===== src/rtl/thq_pkg.sv =====
`timescale 1ns / 1ps

package thq_pkg;

    // Store geometry: (MAX_CELLS+1) squared vertices, split into four banks
    // by the parity of x and z so that the four corners of a cell never
    // share a bank.
    localparam int MAX_CELLS  = 256;
    localparam int FRAC_BITS  = 8;
    localparam int POS_W      = 17;
    localparam int COORD_W    = 9;
    localparam int HEIGHT_W   = 8;
    localparam int SCALE_W    = 16;
    localparam int OUT_W      = 24;
    localparam int INT_W      = POS_W - 1 - FRAC_BITS;
    localparam int ONE        = 1 << FRAC_BITS;

    localparam int HALF       = MAX_CELLS / 2 + 1;
    localparam int BANK_DEPTH = HALF * HALF;
    localparam int BANK_AW    = $clog2(BANK_DEPTH);
    localparam int NUM_BANKS  = 4;

    // Interpolation widths
    localparam int WGT_W      = FRAC_BITS + 1;
    localparam int DIFF_W     = HEIGHT_W + 1;
    localparam int IACC_W     = HEIGHT_W + FRAC_BITS;
    localparam int ACC_W      = IACC_W + 3;
    localparam int PROD_W     = IACC_W + SCALE_W;

    localparam int QUEUE_DEPTH = 4;

    // Configuration register indexes
    localparam int CFG_IDX_W = 2;
    localparam logic [CFG_IDX_W-1:0] REG_GRID_WIDTH   = 2'd0;
    localparam logic [CFG_IDX_W-1:0] REG_GRID_DEPTH   = 2'd1;
    localparam logic [CFG_IDX_W-1:0] REG_HEIGHT_SCALE = 2'd2;

    // Item kinds
    localparam logic KIND_WRITE = 1'b0;
    localparam logic KIND_QUERY = 1'b1;

    // Classified item as handed from front to back
    typedef struct packed {
        logic                 is_query;
        logic                 wr_en;
        logic                 in_range;
        logic                 lower;
        logic [COORD_W-1:0]   x;
        logic [COORD_W-1:0]   z;
        logic [HEIGHT_W-1:0]  sample;
        logic [FRAC_BITS-1:0] fx;
        logic [FRAC_BITS-1:0] fz;
    } thq_cmd_t;

endpackage


===== src/rtl/thq_queue.sv =====
`timescale 1ns / 1ps

module thq_queue (
    input  logic               clk,
    input  logic               rst_n,
    input  logic               push,
    input  thq_pkg::thq_cmd_t  push_cmd,
    input  logic               pop,
    output thq_pkg::thq_cmd_t  pop_cmd,
    output logic               full,
    output logic               empty
);

    import thq_pkg::*;

    localparam int PTR_W = $clog2(QUEUE_DEPTH);
    localparam int CNT_W = $clog2(QUEUE_DEPTH + 1);

    thq_cmd_t         slot_reg [QUEUE_DEPTH];
    logic [PTR_W-1:0] wr_ptr_reg;
    logic [PTR_W-1:0] wr_ptr_next;
    logic [PTR_W-1:0] rd_ptr_reg;
    logic [PTR_W-1:0] rd_ptr_next;
    logic [CNT_W-1:0] count_reg;
    logic [CNT_W-1:0] count_next;

    assign full    = (count_reg == CNT_W'(QUEUE_DEPTH));
    assign empty   = (count_reg == '0);
    assign pop_cmd = slot_reg[rd_ptr_reg];

    // Pointer and fill-count update
    always_comb
    begin
        wr_ptr_next = wr_ptr_reg;
        rd_ptr_next = rd_ptr_reg;
        count_next  = count_reg;
        if (push)
        begin
            wr_ptr_next = (wr_ptr_reg == PTR_W'(QUEUE_DEPTH - 1)) ? '0 : wr_ptr_reg + 1'b1;
        end
        if (pop)
        begin
            rd_ptr_next = (rd_ptr_reg == PTR_W'(QUEUE_DEPTH - 1)) ? '0 : rd_ptr_reg + 1'b1;
        end
        if (push && !pop)
        begin
            count_next = count_reg + 1'b1;
        end
        else if (pop && !push)
        begin
            count_next = count_reg - 1'b1;
        end
    end

    always_ff @(posedge clk or negedge rst_n)
    begin
        if (!rst_n)
        begin
            wr_ptr_reg <= '0;
            rd_ptr_reg <= '0;
            count_reg  <= '0;
        end
        else
        begin
            wr_ptr_reg <= wr_ptr_next;
            rd_ptr_reg <= rd_ptr_next;
            count_reg  <= count_next;
        end
    end

    // Payload slots, no reset
    always_ff @(posedge clk)
    begin
        if (push)
        begin
            slot_reg[wr_ptr_reg] <= push_cmd;
        end
    end

endmodule


===== config.mk =====
export PLATFORM = sky130hd
export DESIGN_NAME = thq_queue
export DESIGN_NICKNAME = d
export VERILOG_FILES = /design/src/rtl/thq_pkg.sv /design/src/rtl/thq_queue.sv
export SDC_FILE = /design/constraint.sdc
export NUM_CORES = 1
export LEC_CHECK = 0
export BUFFER_PORTS_ARGS = -buffer_cell sky130_fd_sc_hd__buf_2
export CAP_MARGIN = 10
export CORE_ASPECT_RATIO = 0.7
export CORE_MARGIN = 2
export CORE_UTILIZATION = 35
export DETAILED_ROUTE_END_ITERATION = 10
export GPL_ROUTABILITY_DRIVEN = 0
export GPL_TIMING_DRIVEN = 0
export REMOVE_ABC_BUFFERS = 1
export SYNTH_ARGS = -nofsm -noshare
export SYNTH_HDL_FRONTEND = slang
export SYNTH_SLANG_ARGS = --single-unit

===== constraint.sdc =====
create_clock -name clk -period 2.4 [get_ports clk]
set_input_delay 0.12 -clock clk [delete_from_list [all_inputs] [get_ports clk]]
set_output_delay 0.12 -clock clk [all_outputs]
set_load 0.005 [all_outputs]

* After elaboration in Yosys (flattened, before gate mapping) *
Memory sizes are Yosys's and may differ from the RTL's.
Cells that the tools add are included.
Widths: inputs -> output; s select.

word-level totals
  input bits = 50
  memories kept = 1
  RAM bits = 184
  register bits after elaboration = 7

cells by class
  add/subtract/negate cells = 4
  multiplexer cells = 6
  reductions and logical operators = 6
  equal/unequal tests = 3

memories
  name      words  width  rd ports  clocked after Yosys merged registers in  write ports  line             RTL
  slot_reg  4      46     1         0                                        1            thq_queue.sv:19  thq_cmd_t slot_reg [QUEUE_DEPTH];

operator list
  kind                 number
  $mux 3               2
  $add 2x1->2 const B  2
  $eq 2x2->1 const B   2
  $mux 2               2
  $add 3x1->3 const B  1
  $eq 3x3->1 const B   1
  $logic_not 3->1      1
  $sub 3x1->3 const B  1
  $logic_and 1x1->1    2
  $logic_not 1->1      2
  $mux 1               2
  $reduce_bool 2->1    1

* Logic depth before layout (Yosys ltp) *
  depth in word-level cells = 4
  gate-level depth with buffers = 7
  gate-level depth less buffers = 7

* Worst setup path before layout *
No wires, ideal clock.

  kind = register to register
  start = register wr_ptr_reg[0]
  end = memory slot_reg[0][0] (netlist bit) (enable)
  cell stages (with the launch flop) = 4
  arrival time = 1726 ps
  setup slack = 266 ps
  cells stage by stage = dfrtp_1 inv_1 ha_1 and2_1

RTL lines
  element                 line             RTL
  from (decl)             thq_queue.sv:20  logic [PTR_W-1:0] wr_ptr_reg;
  from (signal assigned)  thq_queue.sv:65  wr_ptr_reg <= wr_ptr_next;
  to (decl)               thq_queue.sv:19

No word-level cell before the write port.

==> tab_implementation.tex <==
\begin{tabular}{lr}
\hline
Metric & Value \\
\hline
\multicolumn{2}{l}{\textbf{Final layout}} \\
Max reg flops & 184 \\
N\_diodes & 0 \\
Final cell count without fillers & 722 \\
Leading cell type in the layout, fill and taps excluded & edfxtp\_1 \\
Layout cell share with drive strength beyond 1 & 42.0\% \\
Count of filler cells inserted in the layout & between 1.5k and 2k \\
Most frequent cells in the layout & edfxtp\_1 (184), buf\_2 (97), dlygate4sd3\_1 (49) \\
Area growth from synthesis to layout & 28.5\% \\
Nets & 496 \\
Core utilization of the finished layout & 45.7\% \\
\multicolumn{2}{l}{\textbf{Timing}} \\
Unrepaired setup endpoints after global routing & no \\
Setup violation total in the final timing report & 0 \\
Setup TNS & 0 ps \\
Count of final hold-check violations & 0 \\
Time the final worst path needs with I/O delays and setup & 2190 ps \\
Actual transition at the worst max-transition pin & 705 ps \\
Worst max-slew margin expressed relative to the limit & 53.0\% \\
Max frequency & 456 MHz \\
Final slew viol count & 0 \\
Period utilization & a little over 90\% \\
Hold Slack & around 45 ps \\
Skew final & 9.18 ps \\
\multicolumn{2}{l}{\textbf{Clock tree}} \\
Clock Sinks & 191 \\
Clock root cell & clkbuf\_16 \\
Number of gates resized after CTS & 0 \\
Number of buffers on the longest clock path & 2 \\
Worst-skew pair later-pin latency & 420 ps \\
H-tree Lvls & 4 \\
Clock-pin transition on the worst setup and hold timing paths & roughly 70 ps \\
TritonCTS clock tree & done \\
Number of buffers created by CTS & 17 \\
\multicolumn{2}{l}{\textbf{Job}} \\
Number of maximum-capacitance constraint violations & 0 \\
\multicolumn{2}{l}{\textbf{Routing}} \\
Avg WL per Cell & 17.6 microns \\
Number of DRC violations after detailed-routing iteration 0 & approximately 240 \\
DRT Wirelength & approximately 13000 microns \\
Antenna Nets Post-Route & 0 \\
Residual DRC count & 0 \\
Number of vias after detailed routing & 3281 \\
DR vias/cell & approximately 4.5 \\
First-pass iteration count of the detailed router & 4 \\
\multicolumn{2}{l}{\textbf{Power and ir drop}} \\
Leakage power & roughly 3.1 nW \\
Worst voltage drop across the vdd grid & between 0.5 and 0.6 mV \\
P per Cell Area & 1110 nW/um\^{}2 \\
\multicolumn{2}{l}{\textbf{Die}} \\
Core area & 19800 sq um \\
Initial Utilization & a little over a third \\
Horizontal die dimension & 174 microns \\
Number of placement rows & 43 \\
Y dimension of the die & 123 microns \\
Number of top-level pins & 98 \\
Die area & between 20000 and 25000 sq um \\
\multicolumn{2}{l}{\textbf{Critical path}} \\
Worst flop-to-flop path startpoint & wr\_ptr\_reg[0]\$\_DFFE\_PN0P\_ \\
R2R depth & 4 \\
Worst Path Required & 2280 ps \\
Launching element type of the critical path & flip-flop \\
Register-to-register setup slack & around 540 ps \\
Worst reg2reg path endpoint & slot\_reg[2][13]\$\_DFFE\_PP\_ \\
Data arrival time at the worst-slack endpoint & 2070 ps \\
Category of the worst setup path capture point & primary output \\
Path type of the worst setup path & reg2out \\
CP max FO & 26 \\
\multicolumn{2}{l}{\textbf{Placed design}} \\
Final HPWL DP & 7710 microns \\
Placed Instances & 640 \\
Buffers added on ports & 97 \\
\multicolumn{2}{l}{\textbf{Global routing}} \\
Overall track demand over capacity in global routing & between 10\% and 20\% \\
Grt met1 use & between 10\% and 20\% \\
Most crowded layer after global routing & met2 \\
Global route overflow & 0 \\
Vias in the first global route & 3594 \\
Wire length of the first global-routing pass & 19800 microns \\
M3 GR Usage & 4.93\% \\
Largest net degree at the start of global routing & 27 \\
Number of antenna violations at the first check in global routing & 0 \\
Global routing met2 resource utilization & 21.1\% \\
\multicolumn{2}{l}{\textbf{Outcome}} \\
Result of the run & completed \\
\multicolumn{2}{l}{\textbf{Synthesis}} \\
Post-synthesis instance area & between 7000 and 8000 sq um \\
Synthesized area per cell & between 20 and 30 sq um \\
Synthesized instance count & 277 \\
Number of warnings reported in the yosys synthesis log & 0 \\
Share of synthesized area occupied by flip-flops and latches & 80.9\% \\
Seq cells post-synth & about 190 \\
Count of unique library cells instantiated by Yosys & 19 \\
\multicolumn{2}{l}{\textbf{Worst hold path}} \\
Class of the tightest hold or removal check & in2async \\
\hline
\end{tabular}
[cell usage after synthesis]
library cell / instances / area, sq um
nor3b_1: 1 / 7.51
nor2_1: 3 / 11.3
and2_1: 4 / 25.0
buf_4: 2 / 15.0
mux4_2: 46 / 1040
nor3_1: 1 / 5.00
edfxtp_1: 184 / 5530
mux2_2: 3 / 33.8
xor2_1: 2 / 17.5
inv_1: 4 / 15.0
buf_6: 3 / 33.8
o21ai_0: 2 / 10.0
nand2_1: 2 / 7.51
dfrtp_1: 7 / 175
xnor2_1: 1 / 8.76
ha_1: 6 / 75.1
clkbuf_1: 1 / 3.75
fa_1: 1 / 20.0
buf_2: 4 / 20.0
[metal layers]
layer	wire, microns	vias up	part of all wire, %
met4	104	0	0.82
met5	0	-	0
met1	5600	1682	44
li1	-	1497	-
met3	809	12	6.4
met2	6210	90	49
[area by class of cell]
| cell class | count | area, sq um | area share (%) |
|---|---|---|---|
| clock inverters | 14 | 179 | 1.98 |
| clock buffers | 18 | 429 | 4.74 |
| well taps | 270 | 338 | 3.73 |
| repair buffers | 153 | 1120 | 12.4 |
| multi-input cells | 72 | 1260 | 13.9 |
| inverters | 4 | 15.0 | 0.166 |
| flip-flops and latches | 191 | 5710 | 63.0 |
[worst max-delay path by stage]
| stage | slack (ps) | cells past startpoint | startpoint | end |
|---|---|---|---|---|
| 6_report | 210 | 3 | rd_ptr_reg[0]$_DFFE_PN0P_ | pop_cmd[43] |
| 3_5_place_dp | 460 | 3 | rd_ptr_reg[0]$_DFFE_PN0P_ | pop_cmd[43] |
| 5_1_grt | 70 | 3 | rd_ptr_reg[0]$_DFFE_PN0P_ | pop_cmd[43] |
| 3_3_place_gp | -1290 | 2 | rd_ptr_reg[0]$_DFFE_PN0P_ | pop_cmd[43] |
| 2_1_floorplan | -370 | 3 | rd_ptr_reg[0]$_DFFE_PN0P_ | rd_ptr_reg[0]$_DFFE_PN0P_ |
| 4_1_cts | 130 | 3 | rd_ptr_reg[0]$_DFFE_PN0P_ | pop_cmd[43] |
[through the flow]
stage	instance area, sq um	total power, W	setup slack, ps
global placement	7800	0.00714	-1290
CTS	9050	0.0103	131
global route	9050	0.0106	65.4
floorplan	6970	0.00610	-370
finish	9050	0.0101	207
detailed placement	7930	0.00726	460
[critical path, cell delays in order (launching register included)]
cell	delay, ps
dfrtp_4	640
buf_12	280
mux4_2	570
buf_2	150
[cells by family after synthesis]
kind of cell | count (synthesis) | synth area share (%)
simple gates | 11 | 0.799
flops | 191 | 80.9
buf+inv | 14 | 1.24
fa+ha+maj | 7 | 1.35
mux | 49 | 15.2
xor+xnor | 3 | 0.373
compound gates | 2 | 0.142
[timing repair]
item,in CTS,in global routing
setup buffers,1,0
hold endpoints to repair,195,0
setup endpoints to repair,4,0
hold buffers,49,0
[power by group]
part / switching, W / internal [W] / total, W
clock: 0.00126 / 0.00158 / 0.00283
combinational: 0.00119 / 0.00144 / 0.00263
sequential: 0.000307 / 0.00428 / 0.00459
(Power assumes the default switching activity.)
