===== config.mk =====
export PLATFORM = sky130hd
export DESIGN_NAME = thq_front
export DESIGN_NICKNAME = d
export VERILOG_FILES = /design/src/rtl/thq_pkg.sv /design/src/rtl/thq_front.sv
export SDC_FILE = /design/constraint.sdc
export NUM_CORES = 1
export LEC_CHECK = 0
export BUFFER_PORTS_ARGS = -buffer_cell sky130_fd_sc_hd__buf_4
export CAP_MARGIN = 40
export CORE_MARGIN = 2
export CORE_UTILIZATION = 36
export DETAILED_ROUTE_END_ITERATION = 8
export PLACE_DENSITY = 0.93
export SETUP_SLACK_MARGIN = 0.15
export SLEW_MARGIN = 15
export SYNTH_ARGS = -nofsm -noshare
export SYNTH_HDL_FRONTEND = slang
export SYNTH_SLANG_ARGS = --single-unit

===== constraint.sdc =====
create_clock -name vclk -period 4.9
set_clock_uncertainty 0.15 [all_clocks]
set_input_delay 1.47 -clock vclk [all_inputs]
set_output_delay 1.47 -clock vclk [all_outputs]
set_load 0.03 [all_outputs]

===== src/rtl/thq_pkg.sv =====
`timescale 1ns / 1ps

package thq_pkg;

    // Store geometry: (MAX_CELLS+1) squared vertices, split into four banks
    // by the parity of x and z so that the four corners of a cell never
    // share a bank.
    localparam int MAX_CELLS  = 256;
    localparam int FRAC_BITS  = 8;
    localparam int POS_W      = 17;
    localparam int COORD_W    = 9;
    localparam int HEIGHT_W   = 8;
    localparam int SCALE_W    = 16;
    localparam int OUT_W      = 24;
    localparam int INT_W      = POS_W - 1 - FRAC_BITS;
    localparam int ONE        = 1 << FRAC_BITS;

    localparam int HALF       = MAX_CELLS / 2 + 1;
    localparam int BANK_DEPTH = HALF * HALF;
    localparam int BANK_AW    = $clog2(BANK_DEPTH);
    localparam int NUM_BANKS  = 4;

    // Interpolation widths
    localparam int WGT_W      = FRAC_BITS + 1;
    localparam int DIFF_W     = HEIGHT_W + 1;
    localparam int IACC_W     = HEIGHT_W + FRAC_BITS;
    localparam int ACC_W      = IACC_W + 3;
    localparam int PROD_W     = IACC_W + SCALE_W;

    localparam int QUEUE_DEPTH = 4;

    // Configuration register indexes
    localparam int CFG_IDX_W = 2;
    localparam logic [CFG_IDX_W-1:0] REG_GRID_WIDTH   = 2'd0;
    localparam logic [CFG_IDX_W-1:0] REG_GRID_DEPTH   = 2'd1;
    localparam logic [CFG_IDX_W-1:0] REG_HEIGHT_SCALE = 2'd2;

    // Item kinds
    localparam logic KIND_WRITE = 1'b0;
    localparam logic KIND_QUERY = 1'b1;

    // Classified item as handed from front to back
    typedef struct packed {
        logic                 is_query;
        logic                 wr_en;
        logic                 in_range;
        logic                 lower;
        logic [COORD_W-1:0]   x;
        logic [COORD_W-1:0]   z;
        logic [HEIGHT_W-1:0]  sample;
        logic [FRAC_BITS-1:0] fx;
        logic [FRAC_BITS-1:0] fz;
    } thq_cmd_t;

endpackage


===== src/rtl/thq_front.sv =====
`timescale 1ns / 1ps

module thq_front (
    input  logic                          s_tvalid,
    output logic                          s_tready,
    input  logic [63:0]                   s_tdata,
    input  logic                          s_tuser,
    input  logic [thq_pkg::COORD_W-1:0]   grid_width,
    input  logic [thq_pkg::COORD_W-1:0]   grid_depth,
    input  logic                          queue_full,
    output logic                          push,
    output thq_pkg::thq_cmd_t             push_cmd
);

    import thq_pkg::*;

    logic [COORD_W-1:0]   vertex_x;
    logic [COORD_W-1:0]   vertex_z;
    logic [HEIGHT_W-1:0]  height_sample;
    logic [POS_W-1:0]     pos_x;
    logic [POS_W-1:0]     pos_z;
    logic [INT_W-1:0]     ix;
    logic [INT_W-1:0]     iz;
    logic [FRAC_BITS-1:0] fx;
    logic [FRAC_BITS-1:0] fz;
    logic [COORD_W-1:0]   eff_w;
    logic [COORD_W-1:0]   eff_d;
    logic [FRAC_BITS:0]   frac_sum;
    logic                 in_grid;

    // Unpack the item
    assign vertex_x      = s_tdata[8:0];
    assign vertex_z      = s_tdata[17:9];
    assign height_sample = s_tdata[25:18];
    assign pos_x         = s_tdata[42:26];
    assign pos_z         = s_tdata[59:43];

    assign ix = pos_x[POS_W-2:FRAC_BITS];
    assign iz = pos_z[POS_W-2:FRAC_BITS];
    assign fx = pos_x[FRAC_BITS-1:0];
    assign fz = pos_z[FRAC_BITS-1:0];

    // Grid sizes above the store clamp to the store
    assign eff_w = (grid_width > COORD_W'(MAX_CELLS)) ? COORD_W'(MAX_CELLS) : grid_width;
    assign eff_d = (grid_depth > COORD_W'(MAX_CELLS)) ? COORD_W'(MAX_CELLS) : grid_depth;

    assign in_grid = !pos_x[POS_W-1] && !pos_z[POS_W-1]
                     && (COORD_W'(ix) < eff_w) && (COORD_W'(iz) < eff_d);

    assign frac_sum = {1'b0, fx} + {1'b0, fz};

    assign s_tready = !queue_full;
    assign push     = s_tvalid && !queue_full;

    // Classify: writes carry the vertex, queries the cell and triangle
    always_comb
    begin
        push_cmd          = '0;
        push_cmd.sample   = height_sample;
        push_cmd.fx       = fx;
        push_cmd.fz       = fz;
        push_cmd.lower    = (frac_sum <= (FRAC_BITS + 1)'(ONE));
        if (s_tuser == KIND_QUERY)
        begin
            push_cmd.is_query = 1'b1;
            push_cmd.in_range = in_grid;
            push_cmd.x        = COORD_W'(ix);
            push_cmd.z        = COORD_W'(iz);
        end
        else
        begin
            push_cmd.wr_en = (vertex_x <= COORD_W'(MAX_CELLS))
                             && (vertex_z <= COORD_W'(MAX_CELLS));
            push_cmd.x     = vertex_x;
            push_cmd.z     = vertex_z;
        end
    end

endmodule


# Yosys cells after proc, flatten, opt, wreduce, memory -nomap -nowiden
# Index checks and enable logic that the tools add are counted.
[totals]
reg_bits = 0
in_bits = 85
output_inout_bits = 48
elab_cells = 22
[op_classes]
addsub = 1
n_lt_le_gt_ge = 7
n_mux = 6
n_reduce_logical = 8
[op_table]
columns = ["operator", "n"]
rows = [
  ["9-bit <= comparator, second input constant", 3],
  ["9-bit greater-than comparator, second input constant", 2],
  ["8-bit by 9-bit less-than comparator with 1-bit output", 2],
  ["18-bit 2-to-1 mux", 1],
  ["9-bit 2-to-1 mux", 2],
  ["8-bit by 8-bit adder with 9-bit output", 1],
  ["1-bit logical AND", 5],
  ["1-bit logical NOT", 3],
  ["1-bit 2-to-1 mux", 3],
]

# Longest topological paths before layout
# Gate-level depths: netlist of the first run.
[logic_depth]
word_depth = 6
ltp_mapped = 8
mapped_depth_nobuf = 8

# Worst setup path after synthesis of the first run
# No wires, ideal clock.
[synth_timing]
kind = "in2out"
start = "in s_tdata[26]"
end = "out push_cmd[42] in the netlist's numbering"
arrival_time_ns = 3.444
required_ns = 3.280
slack_ns = -0.164
path_stages = 8
path_buffers = 0
cell_sequence = "ha_1 > inv_1 > fa_1 > nor2b_1 > o221ai_1 > a21oi_1 > o2111ai_1 > o32ai_1"
[synth_lines]
columns = ["item", "line_no", "text"]
rows = [
  ["start: declaration", "thq_front.sv:6", "input logic [63:0] s_tdata,"],
  ["end: declaration", "thq_front.sv:12", "output thq_pkg::thq_cmd_t push_cmd"],
]

==> out/results.md, run 1 <==
| Parameter | Value | Unit |
| --- | --- | --- |
| Mapped cell area | 0.00119 | sq mm |
| Number of unique standard cell types used by synthesis | 36 | - |
| Largest fanout on the critical path | 2 | - |
| Data arrival at the endpoint of the critical path | 3.08 | ns |
| Yosys warning count | 0 | - |
| ANT cells | 0 | - |
| Initial Util | 38.4 | % |
| Crit share post-route | 95.8 | % |
| Leakage Power | 0.00101 | uW |
| Relative contribution of combinational cells to total power | 100.0 | % |
| Run status | finished, final reports clean | - |
| Number of nets in the layout | 345 | - |
| Startpoint Class | input pin | - |
| Number of instances on the worst hold path | 0 | - |
| Proportion of total power due to net switching | 49.1 | % |
| Detail-routed via count per cell | 4.96 | - |
| Highest metal used | met4 | - |
| Number of hold buffers added after CTS | 0 | - |
| Standard cell core area | 0.00310 | sq mm |
| Metal-1 WL | 1.20 | mm |
| Number of detailed-route iterations in the first pass | 4 | - |
| Type of the worst setup path | input pin to output port | - |
| Total vias in the final route | 1385 | - |
| Average cell area after synthesis | 8.11 | sq um |
| Clkbuf count | 0 | - |
| RSZ-0062 raised after global routing | true | - |
| Number of DRC markers after the initial detailed-route iteration | 16 | - |
| Overall routing resource usage | 18.6 | % |
| Minimum setup slack in the final design | 0.204 | ns |
| Register area | 0 | sq um |
| Overall die area | 0.00379 | sq mm |
| Final-report hold violation count | 0 | - |
| Instance area at placement | 0.00192 | sq mm |
| Count of final max-slew check failures | 0 | - |
| Endpoint kind of the worst setup timing path | output port | - |
| GPL Wtd Cong | 0.801 | - |
| Top library cells by usage in the layout, fill and taps aside | 113 x sky130_fd_sc_hd__buf_4, 17 x sky130_fd_sc_hd__ha_1, 16 x sky130_fd_sc_hd__mux2_2 | - |
| Minimum period implied by the final worst setup slack | 4.70 | ns |
| Power density cells | 116 | mW/mm^2 |
| Pre-CTS setup slack | -0.0609 | ns |
| Portion of total power attributed to sequential cells | 0 | % |
| Final setup violation count | 0 | - |
| DP HPWL | 3.23 | mm |
| Worst Hold Class | input pin to output port | - |
| Peak clock frequency supported by timing | 213 | MHz |
| Count of standard-cell rows | 20 | - |
| Critical path data required time | 3.28 | ns |
| DR WL met2 | 2.17 | mm |
| Maximum number of pins on one net before global-route repair | 22 | - |
| Highest ir drop seen on vdd | 0.0000603 | V |
| Most common cell after layout, fill and taps aside | sky130_fd_sc_hd__buf_4 | - |
| Pin slew with the least headroom to its limit | 0.292 | ns |
| Worst Hold End | push_cmd[17] | - |
| Count of buffers from port buffering | 113 | - |
| Count of pins on the block boundary | 133 | - |
| Power share of the clock group | 0 | % |
| Die Span Y | 61.6 | um |
| Pint | 123 | uW |
| Antenna violation net count after detailed routing | 0 | - |
| Finished layout cell area | 0.00207 | sq mm |
| DRC viols | 0 | - |
| Maximum capacitance violations | 0 | - |
| Number of cells produced by synthesis | 147 | - |
| Antenna violations before repair | 0 | - |
| Sequential-to-total area share from yosys stat | 0 | % |
| Vias in the first global route | 1367 | - |
| Number of nets in the synthesized netlist | 255 | - |
| Startpoint of the tightest hold check path | s_tdata[19] | - |
| Routed length per instance | 13.4 | um |
| FF+latch count | 0 | - |
| Global-route wire length before repair | 5.50 | mm |
| Relative area change from synthesis to final layout | 73.3 | % |
| Net switching power of the design | 118 | uW |
| Share of layout cells above drive strength 1 | 65.1 | % |
| Max-slew headroom at the worst pin | 80.3 | % |
| Horizontal die dimension | 61.6 | um |
| Routed wl met3 | 345 | um |
| Overflow after GRT | 0 | - |
| Total length of routed wires | 3.74 | mm |
[final cells by class]
cell class	instances	area, sq um
Timing Repair Buffer	117	897
Multi-Input combinational cell	113	1100
Inverter	5	18.8
Tap cell	44	55.1
Fill cell	278	1040
[synthesized netlist by cell type (all sizes together)]
cell type,n,share of area (%)
xor2,3,2.2
o2111ai,1,0.73
nor2b,4,2.1
or2,2,1.0
xnor2,2,1.5
inv,5,1.6
o21bai,1,0.63
a311oi,1,1.3
o21a,2,1.3
and4b,1,0.84
o21ai,4,1.7
buf,26,17
ha,22,23
o221ai,1,0.73
a221oi,3,2.2
mux2,16,15
nand2b,14,7.3
or3b,1,0.73
o32ai,1,0.73
clkbuf,3,0.94
nand4,1,0.52
nand2,4,1.3
o22ai,2,1.0
fa,1,1.7
a21o,4,2.5
and3,1,0.52
nor2,3,0.94
a21oi,8,3.7
nor4,4,2.1
o31a,1,0.73
nor3b,1,0.63
nor3,3,1.3
nand4b,1,0.73
[metal layers]
layer / track usage, % / vias up
met5: 0 / -
met4: 2.13 / 0
met3: 5.04 / 4
met2: 38.5 / 61
met1: 18.4 / 629
li1: - / 691
[critical path, stage by stage]
cell and delay (ns):
sky130_fd_sc_hd__buf_8 0.08, sky130_fd_sc_hd__ha_4 0.13, sky130_fd_sc_hd__inv_2 0.03, sky130_fd_sc_hd__fa_2 0.37
sky130_fd_sc_hd__xnor2_1 0.15, sky130_fd_sc_hd__nor3b_1 0.25, sky130_fd_sc_hd__o2111ai_2 0.20, sky130_fd_sc_hd__o32ai_4 0.24
sky130_fd_sc_hd__buf_6 0.16
[metrics by stage]
stage / util [%] / setup TNS (ns) / total power (uW) / hold slack [ns] / cells
floorplan: - / 0 / 145 / 2.90 / 147
global placement: 61.9 / -0.0498 / 215 / 2.79 / 277
detailed placement: 61.9 / -0.0609 / 219 / 2.79 / 277
CTS: 63.9 / 0 / 227 / 2.79 / 278
global route: 66.6 / 0 / 260 / 2.79 / 279
finish: 66.6 / 0 / 241 / 2.79 / 279
[cell families (layout without fill, tap and decap cells)]
group	count (synthesis)	after routing	synth area share [%]
AND/OR/NAND/NOR	40	40	20.0
adder cells (fa/ha/maj)	23	23	24.8
buffers and inverters	34	122	19.2
XOR/XNOR	5	5	3.67
multiplexers	16	16	15.1
AO/OA/AOI/OAI	29	29	17.2
[power groups by stage]
stage	sequential (uW)	combinational (uW)	clock, uW
final	0	241	0
after global routing	0	260	0
after CTS	0	227	0
after detailed placement	0	219	0
after global placement	0	215	0
after floorplan	0	145	0
[what timing repair did]
action / in CTS / in global routing
buffers inserted: 1 / 1
resized for setup: 13 / 11
pin swaps: 8 / 7
endpoints found under the setup margin: 1 / 1
[worst max-delay path by stage]
stage,cells past startpoint,endpoint,from
6_report,9,push_cmd[42],s_tdata[43]
5_1_grt,9,push_cmd[42],s_tdata[43]
4_1_cts,11,push_cmd[42],s_tdata[43]
3_5_place_dp,10,push_cmd[42],s_tdata[26]
3_3_place_gp,10,push_cmd[42],s_tdata[26]
2_1_floorplan,8,push_cmd[42],s_tdata[26]
No activity file was read; power rests on OpenSTA's default activity.
==> run 2, diff against run 1 <==
--- a/config.mk
+++ b/config.mk
@@ -7,7 +7,7 @@
 export LEC_CHECK = 0
 export BUFFER_PORTS_ARGS = -buffer_cell sky130_fd_sc_hd__buf_4
 export CAP_MARGIN = 40
-export CORE_MARGIN = 2
+export CORE_MARGIN = 3
 export CORE_UTILIZATION = 36
 export DETAILED_ROUTE_END_ITERATION = 8
 export PLACE_DENSITY = 0.93
==> constraint.sdc (replaced) <==
create_clock -name vclk -period 4.9
set_clock_uncertainty 0.15 [all_clocks]
set_input_delay 0.98 -clock vclk [all_inputs]
set_output_delay 0.98 -clock vclk [all_outputs]
set_load 0.03 [all_outputs]
==> out/results.md, run 2 (same netlist as run 1, synthesis figures left out) <==
| Parameter | Value | Unit |
| --- | --- | --- |
| RSZ-0062 raised after global routing | false | - |
| Crit path top cell by count | sky130_fd_sc_hd__buf_4 | - |
| Standard cell core area | 0.00310 | sq mm |
| Post-CTS setup repair buffer count | 0 | - |
| Routed length per instance | 13.2 | um |
| Total vias in the final route | 1366 | - |
| Count of final max-slew check failures | 0 | - |
| Leakage Power | 0.000967 | uW |
| Clkbuf count | 0 | - |
| Proportion of total power due to net switching | 49.9 | % |
| DRC viols | 0 | - |
| Antenna violation net count after detailed routing | 0 | - |
| Number of hold buffers added after CTS | 0 | - |
| Detail-routed via count per cell | 4.97 | - |
| Horizontal die dimension | 63.6 | um |
| Critical path data required time | 3.77 | ns |
| Startpoint of the tightest hold check path | s_tdata[25] | - |
| Number of DRC markers after the initial detailed-route iteration | 4 | - |
| Top library cells by usage in the layout, fill and taps aside | 113 x sky130_fd_sc_hd__buf_4, 22 x sky130_fd_sc_hd__ha_1, 16 x sky130_fd_sc_hd__mux2_2 | - |
| Overall die area | 0.00404 | sq mm |
| Pint | 106 | uW |
| Type of the worst setup path | input pin to output port | - |
| Share of layout cells above drive strength 1 | 57.6 | % |
| Worst-path cell chain | buf_4, ha_1, inv_1, fa_1, nor2b_1, o221ai_1, a21oi_1, o2111ai_1, o32ai_1, buf_4 | - |
| Critical path's slowest cell | sky130_fd_sc_hd__fa_1 | - |
| Register area | 0 | sq um |
| Slowest cell delay on critical path | 0.39 | ns |
| Post-CTS resize count | 0 | - |
| Worst Hold End | push_cmd[23] | - |
| Max-slew headroom at the worst pin | 77.8 | % |
| Global-route wire length before repair | 5.57 | mm |
| Data arrival at the endpoint of the critical path | 2.79 | ns |
| Cell total after placement | 275 | - |
| Number of instances on the worst hold path | 0 | - |
| Antenna violations before repair | 0 | - |
| Layout Cells excl Fill | 275 | - |
| Run status | finished, final reports clean | - |
| Minimum period implied by the final worst setup slack | 3.92 | ns |
| Maximum capacitance violations | 0 | - |
| Final-report hold violation count | 0 | - |
| Vias in the first global route | 1356 | - |
| Overall routing resource usage | 16.5 | % |
| Die Span Y | 63.6 | um |
| Count of buffers from port buffering | 113 | - |
| Pin slew with the least headroom to its limit | 0.330 | ns |
| Portion of total power attributed to sequential cells | 0 | % |
| Count of standard-cell rows | 20 | - |
| Maximum number of pins on one net before global-route repair | 22 | - |
| Initial Util | 38.4 | % |
| GPL Wtd Cong | 0.813 | - |
| ANT cells | 0 | - |
| Power density cells | 113 | mW/mm^2 |
| Final-layout fill cell count | 280 | - |
| Largest fanout on the critical path | 2 | - |
| Finished layout cell area | 0.00189 | sq mm |
| Final setup violation count | 0 | - |
| Peak clock frequency supported by timing | 255 | MHz |
| Crit share post-route | 80.0 | % |
| Highest ir drop seen on vdd | 0.0000672 | V |
| FF+latch count | 0 | - |
| Endpoint kind of the worst setup timing path | output port | - |
| Overflow after GRT | 0 | - |
| TNS Setup | 0 | ns |
| Worst Hold Class | input pin to output port | - |
| Number of detailed-route iterations in the first pass | 4 | - |
| Relative area change from synthesis to final layout | 58.1 | % |
| Instance area at placement | 0.00189 | sq mm |
| Net switching power of the design | 106 | uW |
| Relative contribution of combinational cells to total power | 100.0 | % |
| Startpoint Class | input pin | - |
| Count of pins on the block boundary | 133 | - |
| DP HPWL | 3.36 | mm |
| Number of nets in the layout | 341 | - |
| Power share of the clock group | 0 | % |
| Most common cell after layout, fill and taps aside | sky130_fd_sc_hd__buf_4 | - |
| Total length of routed wires | 3.63 | mm |
## run 2: changes by cell type in the layout (fill, tap and decap cells not counted), moves of 2 or more
| cell | change |
|---|---|
| sky130_fd_sc_hd__ha_4 | -4 |
| sky130_fd_sc_hd__buf_6 | -3 |
| sky130_fd_sc_hd__a221oi_1 | +2 |
| sky130_fd_sc_hd__ha_1 | +5 |
## run 2: layer usage
metal	wire length (um)	share of wire [%]	global-route usage (%)	vias to the layer above
met2	1910	53	33.0	70
li1	-	-	-	684
met5	0	0	0	-
met3	390	11	4.99	6
met1	1270	35	16.9	606
met4	50	1.4	2.16	0
## run 2: power groups by stage
stage | sequential (uW) | clock (uW) | combinational (uW)
2_1_floorplan | 0 | 0 | 141
3_3_place_gp | 0 | 0 | 209
3_5_place_dp | 0 | 0 | 213
4_1_cts | 0 | 0 | 214
5_1_grt | 0 | 0 | 230
6_report | 0 | 0 | 212
## run 2: worst max-delay path by stage
stage,depth (start not counted),end,slack (ns),from
4_1_cts,10,push_cmd[42],0.96,s_tdata[26]
5_1_grt,10,push_cmd[42],0.78,s_tdata[26]
6_report,10,push_cmd[42],0.98,s_tdata[26]
2_1_floorplan,8,push_cmd[42],0.82,s_tdata[26]
3_3_place_gp,10,push_cmd[42],0.97,s_tdata[26]
3_5_place_dp,10,push_cmd[42],0.96,s_tdata[26]
## run 2: layout make-up
class	count	area (sq um)	area share, %
inverters	5	18.8	0.995
multi-input cells	113	963	51.1
repair buffers	113	848	45.0
well taps	44	55.1	2.92
## run 2: critical path, delay by kind of cell
kind / cells / cell delay (ns)
buffers and inverters: 3 / 0.34
and+or+nand+nor: 1 / 0.18
adders and majority gates: 2 / 0.54
AOI/OAI and AO/OA: 4 / 0.74
## run 2: per-stage QoR
stage	total power, uW	setup WS (ns)	hold WS [ns]	utilization, %
floorplan	141	0.816	1.92	-
global placement	209	0.969	1.81	60.8
detailed placement	213	0.961	1.81	60.8
CTS	214	0.957	1.81	60.8
global route	230	0.780	1.81	60.8
finish	212	0.978	1.81	60.8
